--- src/design/ffcv_pkg.sv ---
// shared types and codes for the framed fletcher checksum verifier
package ffcv_pkg;

   localparam int ByteBits = 8;
   localparam logic [ByteBits-1:0] SYNC_BYTE = 8'h65;

   // frame parser phases
   localparam logic [2:0] PH_HUNT    = 3'd0;
   localparam logic [2:0] PH_TYPE    = 3'd1;
   localparam logic [2:0] PH_LEN_LO  = 3'd2;
   localparam logic [2:0] PH_LEN_HI  = 3'd3;
   localparam logic [2:0] PH_PAYLOAD = 3'd4;
   localparam logic [2:0] PH_CHECK_A = 3'd5;
   localparam logic [2:0] PH_CHECK_B = 3'd6;

   // result status codes
   localparam logic [1:0] ST_OK       = 2'd0;
   localparam logic [1:0] ST_MISMATCH = 2'd1;
   localparam logic [1:0] ST_BAD_SYNC = 2'd2;

   typedef struct packed {
      logic [1:0]  status;
      logic [15:0] payload_length;
      logic [7:0]  sum_a;
      logic [7:0]  sum_b;
   } result_type;

endpackage

--- src/design/framed_fletcher_checksum_verifier_top.sv ---
// Framed Fletcher-8 checksum verifier: takes one byte per cycle while req_stall is low; a
// frame is the sync byte 0x65, a type byte, a little-endian 16-bit payload length, the
// payload and two check bytes. Sums A and B cover type, length and payload. One result
// leaves after the second check byte (status 0 good, 1 mismatch), and one for every
// non-sync byte seen while hunting (status 2, other fields zero). A sync byte inside a
// frame is plain data. Results go to an output register backed by a one-entry skid
// stage, so bytes keep flowing while a result waits, and req_stall rises only once that
// skid stage is also holding a result.
module framed_fletcher_checksum_verifier_top
   import ffcv_pkg::*;
(
   input  logic        clock,
   input  logic        reset,
   input  logic        req_valid,
   output logic        req_stall,
   input  logic [7:0]  req_data_byte,
   output logic        rsp_valid,
   input  logic        rsp_stall,
   output logic [1:0]  rsp_status,
   output logic [15:0] rsp_payload_length,
   output logic [7:0]  rsp_sum_a,
   output logic [7:0]  rsp_sum_b
);

   logic [2:0]  phase_ff, phase_in;
   logic [15:0] length_ff, length_in;
   logic [15:0] left_ff, left_in;
   logic [7:0]  run_a_ff, run_a_in;
   logic [7:0]  run_b_ff, run_b_in;
   logic [7:0]  recv_a_ff, recv_a_in;

   logic        out_valid_ff, out_valid_in;
   result_type  out_ff, out_in;
   logic        skid_valid_ff, skid_valid_in;
   result_type  skid_ff, skid_in;

   logic        accept;
   logic        res_valid;
   result_type  res;
   logic [7:0]  acc_a;
   logic [7:0]  acc_b;
   logic [15:0] left_dec;
   logic        drain;

   assign req_stall = skid_valid_ff;
   assign accept    = req_valid && !skid_valid_ff;
   assign acc_a     = run_a_ff + req_data_byte;
   assign acc_b     = run_b_ff + acc_a;
   assign left_dec  = left_ff - 16'd1;

   // frame parser
   always_comb begin
      phase_in  = phase_ff;
      length_in = length_ff;
      left_in   = left_ff;
      run_a_in  = run_a_ff;
      run_b_in  = run_b_ff;
      recv_a_in = recv_a_ff;
      res_valid = 1'b0;
      res       = '0;
      if (accept) begin
         case (phase_ff)
            PH_TYPE: begin
               run_a_in = acc_a;
               run_b_in = acc_b;
               phase_in = PH_LEN_LO;
            end
            PH_LEN_LO: begin
               run_a_in  = acc_a;
               run_b_in  = acc_b;
               length_in = {8'd0, req_data_byte};
               phase_in  = PH_LEN_HI;
            end
            PH_LEN_HI: begin
               run_a_in  = acc_a;
               run_b_in  = acc_b;
               length_in = {req_data_byte, length_ff[7:0]};
               left_in   = {req_data_byte, length_ff[7:0]};
               phase_in  = ({req_data_byte, length_ff[7:0]} == 16'd0) ? PH_CHECK_A
                                                                       : PH_PAYLOAD;
            end
            PH_PAYLOAD: begin
               run_a_in = acc_a;
               run_b_in = acc_b;
               left_in  = left_dec;
               if (left_dec == 16'd0) begin
                  phase_in = PH_CHECK_A;
               end
            end
            PH_CHECK_A: begin
               recv_a_in = req_data_byte;
               phase_in  = PH_CHECK_B;
            end
            PH_CHECK_B: begin
               res_valid          = 1'b1;
               res.status         = (recv_a_ff == run_a_ff && req_data_byte == run_b_ff)
                                    ? ST_OK : ST_MISMATCH;
               res.payload_length = length_ff;
               res.sum_a          = run_a_ff;
               res.sum_b          = run_b_ff;
               phase_in           = PH_HUNT;
            end
            default: begin
               // hunting, unused code behaves the same
               if (req_data_byte == SYNC_BYTE) begin
                  run_a_in  = 8'd0;
                  run_b_in  = 8'd0;
                  length_in = 16'd0;
                  left_in   = 16'd0;
                  phase_in  = PH_TYPE;
               end else begin
                  res_valid  = 1'b1;
                  res.status = ST_BAD_SYNC;
                  phase_in   = PH_HUNT;
               end
            end
         endcase
      end
   end

   // output register with one skid entry
   assign drain = out_valid_ff && !rsp_stall;

   always_comb begin
      out_valid_in  = out_valid_ff;
      out_in        = out_ff;
      skid_valid_in = skid_valid_ff;
      skid_in       = skid_ff;
      if (!out_valid_ff || drain) begin
         // no accept while the skid holds something, so no new result then
         out_valid_in  = skid_valid_ff || res_valid;
         out_in        = skid_valid_ff ? skid_ff : res;
         skid_valid_in = 1'b0;
      end else if (res_valid) begin
         skid_valid_in = 1'b1;
         skid_in       = res;
      end
   end

   always_ff @(posedge clock) begin
      if (reset) begin
         phase_ff      <= PH_HUNT;
         length_ff     <= 16'd0;
         left_ff       <= 16'd0;
         run_a_ff      <= 8'd0;
         run_b_ff      <= 8'd0;
         recv_a_ff     <= 8'd0;
         out_valid_ff  <= 1'b0;
         skid_valid_ff <= 1'b0;
      end else begin
         phase_ff      <= phase_in;
         length_ff     <= length_in;
         left_ff       <= left_in;
         run_a_ff      <= run_a_in;
         run_b_ff      <= run_b_in;
         recv_a_ff     <= recv_a_in;
         out_valid_ff  <= out_valid_in;
         skid_valid_ff <= skid_valid_in;
      end
   end

   always_ff @(posedge clock) begin
      out_ff  <= out_in;
      skid_ff <= skid_in;
   end

   assign rsp_valid          = out_valid_ff;
   assign rsp_status         = out_ff.status;
   assign rsp_payload_length = out_ff.payload_length;
   assign rsp_sum_a          = out_ff.sum_a;
   assign rsp_sum_b          = out_ff.sum_b;

`ifndef SYNTHESIS
   // skid entry only fills behind a waiting output transaction
   a_skid_behind_out: assert property (@(posedge clock) disable iff (reset)
      skid_valid_ff |-> out_valid_ff)
      else $error("skid holds a transaction while output register is empty");

   a_phase_used: assert property (@(posedge clock) disable iff (reset)
      phase_ff != 3'd7)
      else $error("parser reached unused phase code");

   a_status_code: assert property (@(posedge clock) disable iff (reset)
      out_valid_ff |-> (out_ff.status == ST_OK || out_ff.status == ST_MISMATCH ||
                        out_ff.status == ST_BAD_SYNC))
      else $error("result carries an undefined status");

   a_sync_error_zero: assert property (@(posedge clock) disable iff (reset)
      (out_valid_ff && out_ff.status == ST_BAD_SYNC) |->
         (out_ff.payload_length == 16'd0 && out_ff.sum_a == 8'd0 && out_ff.sum_b == 8'd0))
      else $error("sync error result has nonzero fields");

   // a frame result always ends the frame
   a_result_ends_frame: assert property (@(posedge clock) disable iff (reset)
      (accept && phase_ff == PH_CHECK_B) |=> phase_ff == PH_HUNT)
      else $error("parser did not return to hunting after check bytes");
`endif

endmodule
--- config.mk ---
export PLATFORM = sky130hd
export DESIGN_NAME = framed_fletcher_checksum_verifier_top
export DESIGN_NICKNAME = d
export VERILOG_FILES = /design/src/design/ffcv_pkg.sv /design/src/design/framed_fletcher_checksum_verifier_top.sv
export SDC_FILE = /design/constraint.sdc
export NUM_CORES = 1
export LEC_CHECK = 0
export BUFFER_PORTS_ARGS = -buffer_cell sky130_fd_sc_hd__buf_2
export CORE_MARGIN = 2
export CORE_UTILIZATION = 47
export CTS_CLUSTER_DIAMETER = 80
export DETAILED_ROUTE_END_ITERATION = 6
export HOLD_SLACK_MARGIN = 0.15
export PLACE_DENSITY = 0.7
export SLEW_MARGIN = 20
export SYNTH_ARGS = -nofsm -noshare
export SYNTH_HDL_FRONTEND = slang
export SYNTH_SLANG_ARGS = --single-unit
--- constraint.sdc ---
create_clock -name clock -period 8.3 [get_ports clock]
set_clock_uncertainty 0.1 [all_clocks]
set_input_delay 0.83 -clock clock [delete_from_list [all_inputs] [get_ports clock]]
set_output_delay 0.83 -clock clock [all_outputs]
set_load 0.1 [all_outputs]
After elaboration in Yosys (flattened, before gate mapping)
Index checks and enable logic that the tools add are counted.

Register bits: 129. Logic and storage cells: 81.

$add $sub $neg: 3. Equality and inequality tests: 10. Multiplexer cells: 19. Bitwise operators: 5. Reduce and logical (&&, ||, !) cells: 27.

Operators with widths (count): $pmux 16 s3 (2); $mux 34 (2); $logic_not 16->1 (2); $mux 32 (1); $pmux 8 s2 (2); $pmux 3 s6 (1); $add 8x8->8 (2); $eq 8x8->1 (2); $mux 16 (1); $sub 16x1->16 const B (1); $reduce_or 4->1 (3); $eq 3x3->1 const B (3); $reduce_and 3->1 (3); $eq 8x7->1 const B (1); $mux 8 (1); $eq 3x2->1 const B (2); $reduce_and 2->1 (3); $reduce_bool 3->1 (2); $mux 1 (5); $not 1->1 (5); $reduce_or 5->1 (1); $pmux 2 s2 (1); $reduce_and 4->1 (1); $reduce_bool 2->1 (2); other kinds (9) (15).

Depth between registers and ports, before layout
Word-level depth: 6. Depth in mapped cells: 13. Gate-level depth less buffers: 13.

Worst setup path before layout
OpenSTA, ideal clock, no wires.

Kind: in2reg. Start point: input port req_data_byte[0]. End point: register run_b_ff[7]. Setup time: 0.065 ns. Arrival: 3.476 ns. Setup slack: 4.659 ns. Stages: 12. Cells stage by stage: ha_1 > fa_1 > a21o_1 > a21oi_1 > xnor2_1 > ha_1 > inv_1 > nor2_1 > a2111oi_0 > nor2_1 > or3_1 > nand4b_1.

Word-level cells in the longest chain between the ends: 3. Elaborated cells between the ends (all ways): 6. Classes of those cells: add/sub (2); eq/ne (1); mux (1); reduce/logical (2).

RTL lines: start, declared (RTL line framed_fletcher_checksum_verifier_top.sv:16) `input logic [7:0] req_data_byte,`; $add 8x8->8 / $eq 8x7->1 (equally long branches) (RTL line framed_fletcher_checksum_verifier_top.sv:47, framed_fletcher_checksum_verifier_top.sv:105); $add 8x8->8 / $reduce_bool 2->1 (equally long branches); $pmux 8 s2 / $reduce_and 3->1 (equally long branches); end signal, assigned (RTL line framed_fletcher_checksum_verifier_top.sv:155) `run_b_ff <= run_b_in;`; end, declared (RTL line framed_fletcher_checksum_verifier_top.sv:29) `logic [7:0] run_b_ff, run_b_in;`.

Parallel ways exist; a longest one is shown, timed or not. A chain may end at the register's enable or synchronous reset.

Worst setup path after layout
Same ends and word-level chain as after synthesis.

==> results.md <==
- Count of flip-flops with a built-in enable after synthesis: 68
- Setup violators final: 0
- Fin area: 7184 µm²
- CTS Buffer Depth: 2
- Seq cells post-synth: 129
- Most numerous cell in the Yosys netlist: edfxtp_1
- Met2 Use GR: 0.3348
- Residual DRC count: 0
- Synth Area in Simple Gates: 0.1698
- Die width: 118.7 µm
- Largest family of logic cells by synthesized area: simple AND/OR/NAND/NOR gates
- ANT nets after route: 0
- Post-CTS Setup Bufs: 0
- Final core occ: 0.5647
- Pwr Density: 218.7 nW/µm²
- Compound-Gate Fraction of Synth Area: 0.1692
- Initial antenna violation count: 0
- Area growth syn-to-layout: 16.19%
- Vias post-DR: 4678
- Min-delay worst type: reg2reg
- Leakage power: 0.003151 µW
- Status: completed
- Nets: 663
- Mux contribution to synthesized area: 0.01457
- Max-cap violations: 0
- Synth Net Count: 620
- Crit end category: flip-flop
- Worst-path clk slew: 50 ps
- Ys Warns: 0
- CTS tree: built
- Crit path launch type: primary input
- Setup crit end: run_b_ff[7]$_SDFFE_PP0P_
- Tot GR Track Use: 0.2088
- CP Class: in2reg
- Synth area leaders: edfxtp_1 (33%), dfxtp_1 (20%), a21o_1 (4.4%), nor2_1 (3.6%), ha_1 (3.4%)
- Max VDD drop: 0.1405 mV
- Hold_ws: 350.3 ps
- Post-Synthesis Mean Instance Area: 10.50 µm²
- 1st-iter DRT viols: 317
- Post-synthesis async set-or-reset flop share: 0
- CP required: 8550 ps
- GRT Max-Usage Layer: met2
- Ports: 48
- Clk_lat worst skew: 420 ps
- Critical path peak fanout: 8
- Data arrival, critical path: 3950 ps
- GR Layer Usage met3: 0.05695
- Final Hold Vio Count: 0
- Core area: 12720 µm²
- GP Congestion: 0.9117
- N_diodes: 0
- WL final: 14.03 mm
- Peak Freq: 270.5 MHz
- Critical path startpoint: req_data_byte[0]
- R2R depth: 12
- Syn Inst Count: 589
- WL/cell: 17.17 µm
- Setup TNS: 0 ps
- Port Buffers: 47
- Grt total ovfl: 0
- Period minus WS final: 3697 ps
- Post-DP Area: 6559 µm²
- Post-Synth XOR/XNOR Area: 0.04958
- Fin crit share: 0.4454
- TritonRoute pass-1 iters: 5
- FF-to-FF End: run_b_ff[7]$_SDFFE_PP0P_
- RSZ-0062 raised after global routing: no
- Synth unique cells: 60
- Total die area: 14090 µm²
- Least-Margin Pin Slew: 986.1 ps
- First-pass GRT wire length: 23.03 mm
- # resized after CTS: 0
- Met1 Use GR: 0.2653
- Slew headroom: 0.3419
- Mapped cell area: 6183 µm²
- Sequential element share of the synthesized area: 0.5277
- Hold Buf Count CTS: 0
- Post-synth top cells: edfxtp_1 (68), dfxtp_1 (61), nor2_1 (60)
- Initial core utilization: 0.4860
- HPWL after detailed placement: 9.302 mm
- TritonCTS Buffers: 17
- Max Slew Vio Count: 0
- Ys flop type: edfxtp_1
- R2R Setup Slk: 4860 ps
- CTS Sinks: 129
- Worst r2r src: run_a_ff[0]$_SDFFE_PP0P_
- Vias in the first global route: 4585
- Clock Root Buffer: clkbuf_16
- Die height: 118.7 µm
- Synth top area share: 0.3302
- Largest net degree at the start of global routing: 60
- # H-tree levels: 4
- Vias per inst: 5.726
- Synth Area in Adders: 0.04087
- Most area-hungry cell type in the Yosys netlist: edfxtp_1
- Row cnt: 41
- Share of cells above drive strength 1: 0.1442
-- power by group --
group | total (µW) | leakage, µW | internal [µW] | switching, µW
clock | 763 | 0.000285 | 498 | 265
combinational | 124 | 0.00164 | 20.0 | 104
sequential | 684 | 0.00123 | 681 | 2.95
total | 1570 | 0.00315 | 1200 | 373
-- sequential cells by signal, summed over array words and instances, names as in the netlist --
name                flops
run_b_ff                8
rsp_valid               1
req_stall               1
rsp_sum_a               8
recv_a_ff               8
phase_ff                3
left_ff                16
rsp_sum_b               8
rsp_payload_length     16
skid_ff                34
run_a_ff                8
rsp_status              2
length_ff              16
-- kinds of logic after synthesis --
kind of cell	count (synthesis)
buf+inv	41
simple gates	204
compound gates	152
fa+ha+maj	19
flops	129
mux	9
xor+xnor	35
-- worst min-delay path by stage --
stage	start	cells past startpoint	slack [ps]	end
2_1_floorplan	length_ff[10]$_SDFFE_PP0P_	2	330	length_ff[10]$_SDFFE_PP0P_
3_3_place_gp	length_ff[15]$_SDFFE_PP0P_	2	340	length_ff[15]$_SDFFE_PP0P_
3_5_place_dp	length_ff[10]$_SDFFE_PP0P_	2	340	length_ff[10]$_SDFFE_PP0P_
4_1_cts	length_ff[10]$_SDFFE_PP0P_	2	350	length_ff[10]$_SDFFE_PP0P_
5_1_grt	length_ff[9]$_SDFFE_PP0P_	2	370	length_ff[9]$_SDFFE_PP0P_
6_report	length_ff[10]$_SDFFE_PP0P_	2	350	length_ff[10]$_SDFFE_PP0P_
-- layout make-up --
type | instances | area [µm²]
clock buffers | 20 | 436.7
clock inverters | 12 | 165.2
fillers | 1103 | 5538
inverters | 11 | 41.29
multi-input cells | 419 | 2768
flip-flops and latches | 129 | 3263
well taps | 172 | 215.2
repair buffers | 54 | 295.3
-- through the flow --
| stage | total power, µW | instances | setup slack, ps |
|---|---|---|---|
| floorplan | 796.5 | 589 | 4659 |
| global placement | 820.6 | 784 | 4329 |
| detailed placement | 821.7 | 784 | 4199 |
| CTS | 1582 | 816 | 4627 |
| global route | 1619 | 817 | 4447 |
| finish | 1571 | 817 | 4603 |
-- layout by cell type, fill, tap and decap left out, drive strengths merged, types with 5 or more instances in the layout --
master	n
xnor2	20
edfxtp	68
a21oi	35
o21ai	17
buf	54
xor2	15
nor2	60
o31ai	6
ha	17
clkbuf	20
a221oi	5
dfxtp	61
a21o	36
a211oi	6
clkinv	6
and2	32
a22oi	19
and3	9
nand2	33
mux2i	9
inv	10
nor3	18
nor4	9
or3	5
nand4	5
nand3	15
-- critical path, cell delays in order --
cell	delay (ps)
buf_2	160
ha_1	250
fa_1	400
a21o_1	170
a21oi_1	220
xnor2_1	180
ha_1	290
inv_1	80
nor2_1	60
a2111oi_0	670
nor2_1	160
or3_1	380
nand4b_1	110
-- layer usage --
| metal | vias up | wire, µm |
|---|---|---|
| met1 | 2239 | 6247 |
| met5 | - | 0 |
| met2 | 158 | 6654 |
| met3 | 28 | 824 |
| li1 | 2253 | - |
| met4 | 0 | 301 |
No activity file was read; power rests on OpenSTA's default activity.
